--- config.mk ---
export PLATFORM = sky130hd
export DESIGN_NAME = compressor_gain_computer
export DESIGN_NICKNAME = d
export VERILOG_FILES = /design/src/sv/cgc_pkg.sv /design/src/sv/cgc_div.sv /design/src/sv/compressor_gain_computer.sv
export SDC_FILE = /design/constraint.sdc
export NUM_CORES = 2
export LEC_CHECK = 0
export ABC_AREA = 1
export BUFFER_PORTS_ARGS = -buffer_cell sky130_fd_sc_hd__buf_2
export CORE_ASPECT_RATIO = 0.75
export CORE_MARGIN = 3
export CORE_UTILIZATION = 50
export DETAILED_ROUTE_END_ITERATION = 8
export PLACE_DENSITY = 0.68
export REMOVE_ABC_BUFFERS = 1
export SETUP_SLACK_MARGIN = 0.1
export SLEW_MARGIN = 25
export SYNTH_ARGS = -nofsm -noshare
export SYNTH_HDL_FRONTEND = slang
export SYNTH_SLANG_ARGS = --single-unit
--- constraint.sdc ---
create_clock -name clk -period 6.8 [get_ports clk]
set_clock_uncertainty 0.05 [all_clocks]
set_input_delay 0.34 -clock clk [delete_from_list [all_inputs] [get_ports clk]]
set_output_delay 0.34 -clock clk [all_outputs]
set_load 0.02 [all_outputs]
--- src/sv/cgc_pkg.sv ---
`timescale 1ns / 1ps

package cgc_pkg;

  // Configuration port geometry.
  localparam int CFG_IDX_W  = 2;
  localparam int CFG_DATA_W = 15;

  // Width of the threshold field as written on the configuration port.
  localparam int THR_FIELD_W   = 15;
  // Width of the ratio field as written on the configuration port.
  localparam int RATIO_FIELD_W = 14;

  typedef logic [CFG_IDX_W-1:0] cfg_idx_t;

  // Register indexes on the configuration port.
  localparam cfg_idx_t REG_THRESHOLD = 2'd0;
  localparam cfg_idx_t REG_RATIO     = 2'd1;
  localparam cfg_idx_t REG_KNEE_MODE = 2'd2;

  // Knee selection.
  typedef enum logic [1:0] {
    KNEE_HARD   = 2'd0,
    KNEE_MEDIUM = 2'd1,
    KNEE_SOFT   = 2'd2
  } knee_mode_t;

endpackage

--- src/sv/cgc_div.sv ---
`timescale 1ns / 1ps

// Pipelined restoring divider: one quotient bit per register stage.
// The caller guarantees num < den * 2^QW, so the quotient fits in QW bits.
module cgc_div #(
  parameter int NW  = 48,
  parameter int DNW = 26,
  parameter int QW  = 22
) (
  input  logic           clk,
  input  logic           rst_n,
  input  logic           in_valid,
  input  logic [NW-1:0]  num,
  input  logic [DNW-1:0] den,
  output logic           out_valid,
  output logic [QW-1:0]  quo
);

  logic [DNW-1:0] rem_r [QW];
  logic [DNW-1:0] den_r [QW];
  logic [QW-1:0]  low_r [QW];
  logic [QW-1:0]  q_r   [QW];
  logic           v_r   [QW];

  for (genvar k = 0; k < QW; k++) begin : g_stage
    logic [DNW-1:0] rem_in;
    logic [DNW-1:0] den_in;
    logic [QW-1:0]  low_in;
    logic [QW-1:0]  q_in;
    logic           v_in;
    logic [DNW:0]   trial;
    logic [DNW:0]   diff;
    logic           ge;
    logic [DNW-1:0] rem_nxt;
    logic [QW-1:0]  q_nxt;

    // Stage inputs come from the ports for the first stage, else from the stage before.
    if (k == 0) begin : g_first
      assign rem_in = num[NW-1:QW];
      assign den_in = den;
      assign low_in = num[QW-1:0];
      assign q_in   = '0;
      assign v_in   = in_valid;
    end else begin : g_next
      assign rem_in = rem_r[k-1];
      assign den_in = den_r[k-1];
      assign low_in = low_r[k-1];
      assign q_in   = q_r[k-1];
      assign v_in   = v_r[k-1];
    end

    // Bring down the next numerator bit and try a subtraction.
    always_comb begin
      trial   = {rem_in, low_in[QW-1-k]};
      diff    = trial - {1'b0, den_in};
      ge      = (trial >= {1'b0, den_in});
      rem_nxt = ge ? diff[DNW-1:0] : trial[DNW-1:0];
      q_nxt   = q_in;
      q_nxt[QW-1-k] = ge;
    end

    always_ff @(posedge clk) begin
      if (!rst_n) begin
        v_r[k] <= 1'b0;
      end else begin
        v_r[k] <= v_in;
      end
    end

    always_ff @(posedge clk) begin
      rem_r[k] <= rem_nxt;
      den_r[k] <= den_in;
      low_r[k] <= low_in;
      q_r[k]   <= q_nxt;
    end
  end

  assign out_valid = v_r[QW-1];
  assign quo       = q_r[QW-1];

endmodule

--- src/sv/compressor_gain_computer.sv ---
`timescale 1ns / 1ps

// Gain computer with hard, medium or soft knee for a dynamic range compressor.
// Input channel: present a detected level on in_level_db and raise start; the word is
// taken at a rising edge where start is high and busy is low. Busy is high only in the
// cycle that follows reset, so a new word may be taken on every clock edge after that.
// Result channel: out_valid marks out_gain_reduction_db for exactly one cycle. The
// result is zero or negative, signed with FRAC_BITS fraction bits, and saturates at
// the most negative code. Results leave in the order their words came in.
// A word passes an input register, the compare, multiply and rounding stages, the
// divider, which resolves one quotient bit per stage, and an output register that
// saturates and negates. Throughput is one word per cycle once busy is low.
// Configuration: cfg_valid with cfg_index and cfg_data writes threshold, ratio or knee
// mode; cfg_ready is always high and written values are clamped to their legal range.
// Write configuration only while no word is in flight.
// Reset restores threshold -20 dB, ratio 4 and hard knee, and empties the pipeline.
// The receiver cannot hold results off, so nothing in the block ever stalls.
module compressor_gain_computer
  import cgc_pkg::*;
#(
  parameter int LEVEL_WIDTH = 16,
  parameter int FRAC_BITS   = 8
) (
  input  logic                   clk,
  input  logic                   rst_n,
  input  logic                   start,
  output logic                   busy,
  input  logic [LEVEL_WIDTH-1:0] in_level_db,
  output logic                   out_valid,
  output logic [LEVEL_WIDTH-1:0] out_gain_reduction_db,
  input  logic                   cfg_valid,
  output logic                   cfg_ready,
  input  logic [CFG_IDX_W-1:0]   cfg_index,
  input  logic [CFG_DATA_W-1:0]  cfg_data
);

  // Fixed-point constants.
  localparam int ONE_Q     = 1 << FRAC_BITS;
  localparam int HARD_HALF = (ONE_Q + 10) / 20;
  localparam int MED_HALF  = 3 << (FRAC_BITS - 1);
  localparam int SOFT_HALF = 3 << FRAC_BITS;
  localparam int THR_MIN   = -(60 << FRAC_BITS);
  localparam int THR_RST   = -(20 << FRAC_BITS);
  localparam int RATIO_MAX = 32 << FRAC_BITS;
  localparam int RATIO_RST = 4 << FRAC_BITS;

  // Widths of stored and internal values.
  localparam int TW   = (FRAC_BITS + 7 > THR_FIELD_W) ? FRAC_BITS + 7 : THR_FIELD_W;
  localparam int RW   = FRAC_BITS + 6;
  localparam int HW   = FRAC_BITS + 2;
  localparam int KW   = FRAC_BITS + 3;
  localparam int B1   = (LEVEL_WIDTH > KW) ? LEVEL_WIDTH : KW;
  localparam int BASE = (B1 > TW) ? B1 : TW;
  localparam int DW   = BASE + 2;
  localparam int XW   = DW - 1;
  localparam int M1W  = RW + XW;
  localparam int DNW  = RW + HW + 2;
  localparam int NW   = DNW + XW;
  localparam int LATENCY = XW + 7;
  localparam logic [XW-1:0] LIMIT = XW'(1) << (LEVEL_WIDTH - 1);

  // Configuration registers.
  logic signed [TW-1:0] thr_r;
  logic [RW-1:0]        ratio_r;
  knee_mode_t           knee_mode_r;
  logic                 busy_r;

  // Pipeline registers.
  logic                          v0_r, v1_r, v2_r, v3_r, v4_r, v5_r;
  logic signed [LEVEL_WIDTH-1:0] level0_r;
  logic signed [DW-1:0]          over1_r, d1_r, e1_r;
  logic [XW-1:0]                 x2_r;
  logic [KW-1:0]                 dk2_r, dk3_r;
  logic                          knee2_r, knee3_r;
  logic [M1W-1:0]                m1_3_r;
  logic [DNW-1:0]                den3_r, den4_r, den5_r;
  logic [NW-1:0]                 num4_r, num5_r;
  logic                          out_valid_r;
  logic [LEVEL_WIDTH-1:0]        out_gain_r;

  // Combinational values.
  logic signed [THR_FIELD_W-1:0] thr_field;
  logic [RATIO_FIELD_W-1:0]      ratio_field;
  logic signed [TW-1:0]          thr_nxt;
  logic [RW-1:0]                 ratio_nxt;
  knee_mode_t                    knee_mode_nxt;
  logic [HW-1:0]                 half;
  logic signed [DW-1:0]          lvl_x, thr_x, half_x;
  logic signed [DW-1:0]          over1_nxt, d1_nxt, e1_nxt;
  logic                          knee2_nxt, zero2_nxt;
  logic [XW-1:0]                 x2_nxt;
  logic [RW-1:0]                 slope;
  logic [M1W-1:0]                m1_nxt;
  logic [DNW-1:0]                den3_nxt;
  logic [NW-1:0]                 num4_nxt;
  logic [NW-1:0]                 num5_nxt;
  logic                          div_valid;
  logic [XW-1:0]                 quo;
  logic [XW-1:0]                 red;
  logic [XW-1:0]                 neg;

  assign cfg_ready = 1'b1;
  assign busy      = busy_r;

  // Clamp written configuration values into range.
  always_comb begin
    thr_field   = signed'(cfg_data[THR_FIELD_W-1:0]);
    ratio_field = cfg_data[RATIO_FIELD_W-1:0];
    if (int'(thr_field) < THR_MIN) begin
      thr_nxt = TW'(THR_MIN);
    end else if (thr_field > 0) begin
      thr_nxt = '0;
    end else begin
      thr_nxt = TW'(thr_field);
    end
    if (int'(ratio_field) < ONE_Q) begin
      ratio_nxt = RW'(ONE_Q);
    end else if (int'(ratio_field) > RATIO_MAX) begin
      ratio_nxt = RW'(RATIO_MAX);
    end else begin
      ratio_nxt = RW'(ratio_field);
    end
    if (cfg_data[1:0] > KNEE_SOFT) begin
      knee_mode_nxt = KNEE_SOFT;
    end else begin
      knee_mode_nxt = knee_mode_t'(cfg_data[1:0]);
    end
  end

  // Configuration register file.
  always_ff @(posedge clk) begin
    if (!rst_n) begin
      thr_r       <= TW'(THR_RST);
      ratio_r     <= RW'(RATIO_RST);
      knee_mode_r <= KNEE_HARD;
      busy_r      <= 1'b1;
    end else begin
      busy_r <= 1'b0;
      if (cfg_valid && cfg_ready) begin
        case (cfg_index)
          REG_THRESHOLD: thr_r       <= thr_nxt;
          REG_RATIO:     ratio_r     <= ratio_nxt;
          REG_KNEE_MODE: knee_mode_r <= knee_mode_nxt;
          default: ;
        endcase
      end
    end
  end

  // Half width of the knee for the current mode.
  always_comb begin
    case (knee_mode_r)
      KNEE_HARD:   half = HW'(HARD_HALF);
      KNEE_MEDIUM: half = HW'(MED_HALF);
      KNEE_SOFT:   half = HW'(SOFT_HALF);
      default:     half = HW'(SOFT_HALF);
    endcase
  end

  // Stage 1: distances of the level from threshold, knee start and knee end.
  always_comb begin
    lvl_x     = DW'(level0_r);
    thr_x     = DW'(thr_r);
    half_x    = signed'(DW'(half));
    over1_nxt = lvl_x - thr_x;
    d1_nxt    = lvl_x - thr_x + half_x;
    e1_nxt    = lvl_x - thr_x - half_x;
  end

  // Stage 2: pick the region and the operand of the slope multiply.
  always_comb begin
    knee2_nxt = (knee_mode_r != KNEE_HARD) && (d1_r > 0) && (e1_r < 0);
    zero2_nxt = (d1_r <= 0) || (!knee2_nxt && (over1_r <= 0));
    if (zero2_nxt) begin
      x2_nxt = '0;
    end else if (knee2_nxt) begin
      x2_nxt = d1_r[XW-1:0];
    end else begin
      x2_nxt = over1_r[XW-1:0];
    end
  end

  // Stage 3: slope product and divisor.
  always_comb begin
    slope  = ratio_r - RW'(ONE_Q);
    m1_nxt = M1W'(slope) * M1W'(x2_r);
    if (knee2_r) begin
      den3_nxt = DNW'(ratio_r) * DNW'({half, 2'b00});
    end else begin
      den3_nxt = DNW'(ratio_r);
    end
  end

  // Stage 4: second factor of the knee in the quadratic region.
  always_comb begin
    if (knee3_r) begin
      num4_nxt = NW'(m1_3_r) * NW'(dk3_r);
    end else begin
      num4_nxt = NW'(m1_3_r);
    end
  end

  // Stage 5: add half the divisor so the division rounds half up.
  assign num5_nxt = num4_r + NW'(den4_r >> 1);

  // Valid bits of the front stages.
  always_ff @(posedge clk) begin
    if (!rst_n) begin
      v0_r <= 1'b0;
      v1_r <= 1'b0;
      v2_r <= 1'b0;
      v3_r <= 1'b0;
      v4_r <= 1'b0;
      v5_r <= 1'b0;
    end else begin
      v0_r <= start && !busy_r;
      v1_r <= v0_r;
      v2_r <= v1_r;
      v3_r <= v2_r;
      v4_r <= v3_r;
      v5_r <= v4_r;
    end
  end

  // Payload of the front stages.
  always_ff @(posedge clk) begin
    level0_r <= signed'(in_level_db);
    over1_r  <= over1_nxt;
    d1_r     <= d1_nxt;
    e1_r     <= e1_nxt;
    x2_r     <= x2_nxt;
    dk2_r    <= d1_r[KW-1:0];
    knee2_r  <= knee2_nxt;
    m1_3_r   <= m1_nxt;
    den3_r   <= den3_nxt;
    dk3_r    <= dk2_r;
    knee3_r  <= knee2_r;
    num4_r   <= num4_nxt;
    den4_r   <= den3_r;
    num5_r   <= num5_nxt;
    den5_r   <= den4_r;
  end

  cgc_div #(
    .NW  (NW),
    .DNW (DNW),
    .QW  (XW)
  ) u_div (
    .clk       (clk),
    .rst_n     (rst_n),
    .in_valid  (v5_r),
    .num       (num5_r),
    .den       (den5_r),
    .out_valid (div_valid),
    .quo       (quo)
  );

  // Saturate the reduction and negate it.
  always_comb begin
    red = (quo > LIMIT) ? LIMIT : quo;
    neg = XW'(0) - red;
  end

  always_ff @(posedge clk) begin
    if (!rst_n) begin
      out_valid_r <= 1'b0;
    end else begin
      out_valid_r <= div_valid;
    end
  end

  always_ff @(posedge clk) begin
    out_gain_r <= neg[LEVEL_WIDTH-1:0];
  end

  assign out_valid             = out_valid_r;
  assign out_gain_reduction_db = out_gain_r;

  // Every result is a cut, never a boost.
  a_result_not_positive: assert property (@(posedge clk) disable iff (!rst_n)
    out_valid |-> (out_gain_reduction_db[LEVEL_WIDTH-1] || (out_gain_reduction_db == '0)))
    else $error("gain reduction is positive");

  // Each accepted word yields its result after the fixed pipeline latency.
  a_fixed_latency: assert property (@(posedge clk) disable iff (!rst_n)
    (start && !busy) |-> ##(LATENCY) out_valid)
    else $error("result strobe missing at the expected latency");

  // The stored ratio keeps the divisor nonzero and the slope in range.
  a_ratio_range: assert property (@(posedge clk) disable iff (!rst_n)
    (int'(ratio_r) >= ONE_Q) && (int'(ratio_r) <= RATIO_MAX))
    else $error("stored ratio out of range");

  // The stored threshold never exceeds 0 dB.
  a_threshold_range: assert property (@(posedge clk) disable iff (!rst_n)
    thr_r[TW-1] || (thr_r == '0))
    else $error("stored threshold above 0 dB");

endmodule
; Yosys cells after proc, flatten, opt, wreduce, memory -nomap -nowiden
; Memory sizes are Yosys's and may differ from the RTL's. A register that Yosys moved wholly into a read port is not among the register bits.
; Cells that the tools add are included.
[word_totals]
memories = 5
inputBits = 37
ramBits = 1479
regBits = 359
out_inout_bits = 19
elab_cells = 167
[op_classes]
n_reduce_logical = 14
add_sub_neg = 23
n_bitwise = 17
n_mux = 46
magnitude_cmp = 27
n_mul = 3
n_eq_ne = 3
[memory_table]
columns = memory, words, width, rd, rd_clocked_by_memory_dff, wr, line_no
row1 = u_div.den_r, 17, 26, 16, 0, 17, cgc_div.sv:20  ; logic [DNW-1:0] den_r [QW];
row2 = u_div.rem_r, 17, 26, 16, 0, 17, cgc_div.sv:19  ; logic [DNW-1:0] rem_r [QW];
row3 = u_div.low_r, 17, 17, 16, 0, 17, cgc_div.sv:21  ; logic [QW-1:0] low_r [QW];
row4 = u_div.q_r, 17, 17, 17, 0, 17, cgc_div.sv:22  ; logic [QW-1:0] q_r [QW];
row5 = u_div.v_r, 17, 1, 17, 1, 17, cgc_div.sv:23  ; logic v_r [QW];
[op_table]
columns = cell, count
row1 = $ge 27x26->1, 17
row2 = $mux 26, 17
row3 = $sub 26x26->26, 17
row4 = $add 43x25->43, 1
row5 = $mul 31x11->42, 1
row6 = $mux 14, 3
row7 = $mul 14x17->31, 1
row8 = $mux 31, 1
row9 = $mux 15, 2
row10 = $mul 14x10->24, 1
row11 = $pmux 10 s2, 1
row12 = $mux 1, 19
row13 = $add 17x11->18, 1
row14 = $gt 18x1->1 const B, 1
row15 = $le 18x1->1 const B, 1
row16 = $lt 18x1->1 const B, 1
row17 = $sub 17x11->18, 1
row18 = $gt 17x16->1 const B, 1
row19 = $le 17x1->1 const B, 1
row20 = $mux 17, 1
row21 = $or 1x1->1, 17
row22 = $sub 16x15->17, 1
row23 = $mux 16, 1
row24 = $sub 1x16->16 const A, 1
row25 = 15 further kinds, 24

; Depth between registers and ports, before layout
[logic_depth]
depth_word = 6
ltp_mapped = 32
mapped_depth_nobuf = 31

; Cells and area by module
; From an unflattened synthesis, not the netlist that was laid out.
[hier_totals]
cells_unflattened = 14010
area_unflattened_um2 = 97933.9
[modules_own_cells]
columns = mod, seq_area_each_um2, area_each_um2, cells_each, instances
row1 = cgc_div, 22781.8, 62454.9, 9384, 1
row2 = compressor_gain_computer, 6846.6, 35479.0, 4626, 1

; Worst setup path after synthesis
; Ideal clock, no wire load.
[synth_path]
kind = reg2reg
startpoint = reg ratio_r[8]
endpoint = reg m1_3_r[26]
arrival_time_ps = 6193
setup_time_ps = 120
synth_period_minus_slack_ps = 6363
setup_slack_ps = 437
stages_incl_launch_ff = 29
path_buffers = 2
cell_sequence = dfxtp_1 buf_2 clkinv_1 ha_1 inv_1 nor3_1 or2_2 nand2_1 clkbuf_1 nor2_1 fa_1 inv_1 fa_1 fa_1 fa_1 inv_1 fa_1 inv_1 fa_1 inv_1 ha_1 nand2_1 nor2_1 inv_1 nor3_1 nand3b_1 nand3_1 a21oi_1 xnor2_1
[synth_via]
elab_chain_len = 2
[synth_lines]
columns = item, line_no
row1 = start: declaration, compressor_gain_computer.sv:64  ; logic [RW-1:0] ratio_r;
row2 = start signal: assignment, compressor_gain_computer.sv:134  ; ratio_r <= RW'(RATIO_RST);
row3 = start signal: assignment, compressor_gain_computer.sv:142  ; REG_RATIO: ratio_r <= ratio_nxt;
row4 = $sub 14x9->14, compressor_gain_computer.sv:185  ; slope = ratio_r - RW'(ONE_Q);
row5 = $mul 14x17->31, compressor_gain_computer.sv:186  ; m1_nxt = M1W'(slope) * M1W'(x2_r);
row6 = via m1_nxt[26], compressor_gain_computer.sv:93  ; logic [M1W-1:0] m1_nxt;
row7 = end signal: assignment, compressor_gain_computer.sv:234  ; m1_3_r <= m1_nxt;
row8 = end: declaration, compressor_gain_computer.sv:75  ; logic [M1W-1:0] m1_3_r;
; The timed path passes the listed nets, and every way through them passes these cells.
; A chain may end at the register's enable or synchronous reset.

; Final worst setup path
[layout_path]
startpoint = reg dk3_r[7]
endpoint = reg num4_r[34]
[layout_via]
elab_chain_len = 1
[layout_lines]
columns = item, line_no
row1 = start: declaration, compressor_gain_computer.sv:73  ; logic [KW-1:0] dk2_r, dk3_r;
row2 = start signal: assignment, compressor_gain_computer.sv:236  ; dk3_r <= dk2_r;
row3 = $mul 31x11->42, compressor_gain_computer.sv:197  ; num4_nxt = NW'(m1_3_r) * NW'(dk3_r);
row4 = end signal: assignment, compressor_gain_computer.sv:238  ; num4_r <= num4_nxt;
row5 = end: declaration, compressor_gain_computer.sv:77  ; logic [NW-1:0] num4_r, num5_r;
; Every way passes these cells.

==> flow_summary_export.csv <==
group,metric,value,unit
floorplanning,coreArea,177000,um2
synth,synth_largest_area_cell,"dfxtp_1",
synth,ys_seq_area_share,33.1,%
floorplanning,num_io_pins,56,
detailed_routing,dr.pass1.iters,8,
cts,clk_pin_slew,0.07,ns
synth,synth_top_family_by_area,"adder cells",
sta,setup_ws,0.434,ns
floorplanning,dieArea,184000,um2
synth,synthXorXnorAreaFrac,4.64,%
detailed_routing,vias_per_cell,5.31,
synth,syn-cell-area,89600,um2
cells_and_area,synthToLayoutAreaGrowth,8.64,%
cells_and_area,fin_nets,12800,
synth,synth_edf_count,0,
global_routing,grtUsageTotal,28.5,%
worst_hold_path,hp-class,"in2reg",
cts,cts_root_buf,"clkbuf_16",
floorplanning,die_h,373,um
power,power_density,566,nW/um2
critical_path,cp_cell_sequence,"nand2_1, fa_1, fa_1, inv_1, fa_1, inv_1, fa_1, inv_1, fa_1, ha_1, nand2_1, nor2_1, nand2_1, a21oi_1, nor2_1, o21ai_1, nand3_1, nand2_1, nand2_1, nand2_1, nor2_1",
job,cap_violations,0,
floorplanning,die_w,495,um
critical_path,cp_slowest_stage_delay,1.00,ns
detailed_routing,wl,265000,um
critical_path,end_kind,"flip-flop",
cts,htree_num_levels,4,
synth,syn_inst,11400,
synth,synthDistinctLibCells,64,
sta,fmax,0.157,GHz
cts,clockBufferDepth,3,
synth,synth_compound_area_share,11.7,%
outcome,status,"finished, final reports clean",
synth,synth_flop_cell,"dfxtp_1",
synth,yosysTopAreaCellShare,33.1,%
critical_path,slowest_stage,"dfxtp_1",
detailed_routing,dr.first_iter.drc_count,6308,
synth,async_flop_share,0,%
critical_path,cp_max_fo,21,
synth,synth.avg_cell_area,7.87,um2
floorplanning,placementRows,133,
critical_path,arrival,7.00,ns
sta,setup_violations,0,
sta,rsz0062_at_grt,"true",
critical_path,path_class,"reg2reg",
synth,synth_area_leaders,"dfxtp_1 33%, nand2_1 11%, fa_1 11%, ha_1 11%, inv_1 7.9%",
detailed_routing,ant_nets,0,
cts,cts_setup_buffers,0,
synth,synth_simple_gate_area_share,19.5,%
sta,hold_viol_final,0,
cells_and_area,drive_above_1_share,5.97,%
global_routing,grt_pass1_vias,72700,
critical_path,critPathMostFrequentCell,"nand2_1",
power,leakage,46.0,nW
cts,cts_buffers,148,
synth,synth_seq_cells,1480,
placed_design,dp_hpwl,218000,um
critical_path,crit_required,7.43,ns
detailed_routing,wl_per_cell,19.0,um
cts,clk_latency,0.79,ns
floorplanning,start_util,50.7,%
synth,synth_fa_ha_area_share,21.7,%
detailed_routing,drc,0,
synth,yosysWarnings,0,
sta,worstMarginPinSlew,1.10,ns
placed_design,place_ws,0.448,ns
critical_path,crit_path_start_kind,"flip-flop",
global_routing,overflow,0,
global_routing,antenna_found_initial,19,
synth,synthMuxAreaShare,0,%
power,ir_worst_vdd,0.000808,V
global_routing,grt_pass1_wl,415000,um
placed_design,portBuffers,54,
sta,setup_tns,0,ns
sta,slew_viol_final,0,
detailed_routing,vias,74000,
sta,slew_headroom,25.6,%
sta,fin_crit_sh,93.6,%
sta,fin_crit,6.37,ns
placed_design,place.gp.congestion,0.939,
cts,cts.sinks,1480,
cts,cts_tree,"yes",
global_routing,grt_start_max_net_pins,49,
where the power goes:
| part | switching (W) | internal [W] | leakage [nW] | total [W] |
|---|---|---|---|---|
| clock network | 0.00362 | 0.00466 | 2.40 | 0.00828 |
| logic | 0.0221 | 0.0119 | 31.4 | 0.0339 |
| registers | 0.00178 | 0.0111 | 12.2 | 0.0128 |
Yosys cell counts, types with 52 or more instances:
cell / instances
inv_1: 1885
o211ai_1: 52
o21bai_1: 64
o21ai_1: 133
a21oi_1: 689
nor2_1: 805
nand3_1: 394
a21o_1: 83
nand2_1: 2708
fa_1: 494
buf_6: 55
ha_1: 763
xnor2_1: 259
clkbuf_1: 134
nor3_1: 153
o21ai_0: 453
dfxtp_1: 1480
nand4_1: 60
xor2_1: 214
o21ai_2: 165
logic make-up (layout without fill, tap and decap cells):
family	Yosys count	in the layout
AO/OA/AOI/OAI	1778	1778
XOR/XNOR	474	474
adder cells (fa/ha/maj)	1257	1257
buffers and inverters	2127	2329
flip-flops	1480	1480
other	1	2
AND/OR/NAND/NOR	4269	4269
stage by stage:
step	hold WS, ns	cells	util [%]	total power [W]	instance area (um2)
after global placement	0.260	13600	52.1	0.0462	92000
final	0.150	14000	55.1	0.0551	97300
after floorplan	0.260	11200	-	0.0367	88300
after CTS	0.0841	14000	55.1	0.0549	97300
after detailed placement	0.262	13600	52.1	0.0463	92000
after global routing	0.137	14000	55.1	0.0598	97300
routing by layer:
metal | global-route usage, % | vias up | part of all wire, %
li1 | - | 36200 | -
met1 | 40.9 | 34800 | 46
met2 | 43.6 | 2574 | 43
met3 | 5.26 | 442 | 7.5
met4 | 8.15 | 6 | 2.8
met5 | 0 | - | 0.014
cells in the final DEF, fill, tap and decap left out, types with 14 or more instances in the layout:
cell           count
nand2_1         2706
inv_1           1885
dfxtp_1         1479
nor2_1           803
ha_1             762
a21oi_1          689
fa_1             494
o21ai_0          453
nand3_1          394
xnor2_1          259
xor2_1           214
o21ai_2          165
nor3_1           153
clkbuf_16        149
o21ai_1          133
a21o_1            83
o21bai_1          64
buf_4             61
nand4_1           60
buf_2             54
o211ai_1          52
nand2_2           49
dlygate4sd3_1     40
a31oi_1           36
a21boi_0          31
clkinv_2          27
nand3_2           25
inv_2             20
nor4_1            19
clkbuf_1          16
a21oi_2           15
inv_6             15
nand3b_1          14
clkbuf_8          14
sequential cells by signal, summed over array words and instances (netlist names), 2 cells and up:
name                   count
out_gain_reduction_db     16
den5_r                    26
den4_r                    26
u_div.rem_r              416
num4_r                    42
level0_r                  16
u_div.v_r                 17
x2_r                      17
num5_r                    43
ratio_r                   14
dk2_r                     11
knee_mode_r                2
u_div.den_r              416
d1_r                      18
dk3_r                     11
over1_r                   17
u_div.q_r                153
u_div.low_r              136
m1_3_r                    31
thr_r                     15
den3_r                    26
path summary, 6_finish.rpt:
| path | from | to | slack [ns] | cells after the start |
|---|---|---|---|---|
| max | dk3_r[7] | num4_r[34] | 0.43 | 21 |
| min | in_level_db[11] | level0_r[11] | 0.15 | 2 |
| max reg2reg | dk3_r[7] | num4_r[34] | 0.43 | 21 |
| min reg2reg | u_div.low_r[0][7] | u_div.low_r[0][24] | 0.26 | 0 |
worst max-delay path: cells and delay by family (launching register included):
| family | cells | cell delay (ns) |
|---|---|---|
| fa+ha+maj | 6 | 3.03 |
| simple gates | 10 | 1.40 |
| flops | 1 | 1.00 |
| compound gates | 2 | 0.59 |
| buf+inv | 3 | 0.18 |
layout make-up:
cell class                      count  area (um2)
Timing Repair Buffer              155        1130
Sequential cell                  1480       29600
Clock inverter                     86         940
Clock buffer                      179        3980
Tap cell                         2362        2960
Antenna cell                        1        2.50
Multi-Input combinational cell   7779       51500
Fill cell                       16800       79400
Inverter                         1909        7170
repair_timing:
item                       4_1_cts  5_1_grt
setup endpoints to repair        0        6
hold endpoints to repair        70        0
hold buffers                    40        0
resized for setup                0        5
(Power assumes the default switching activity.)
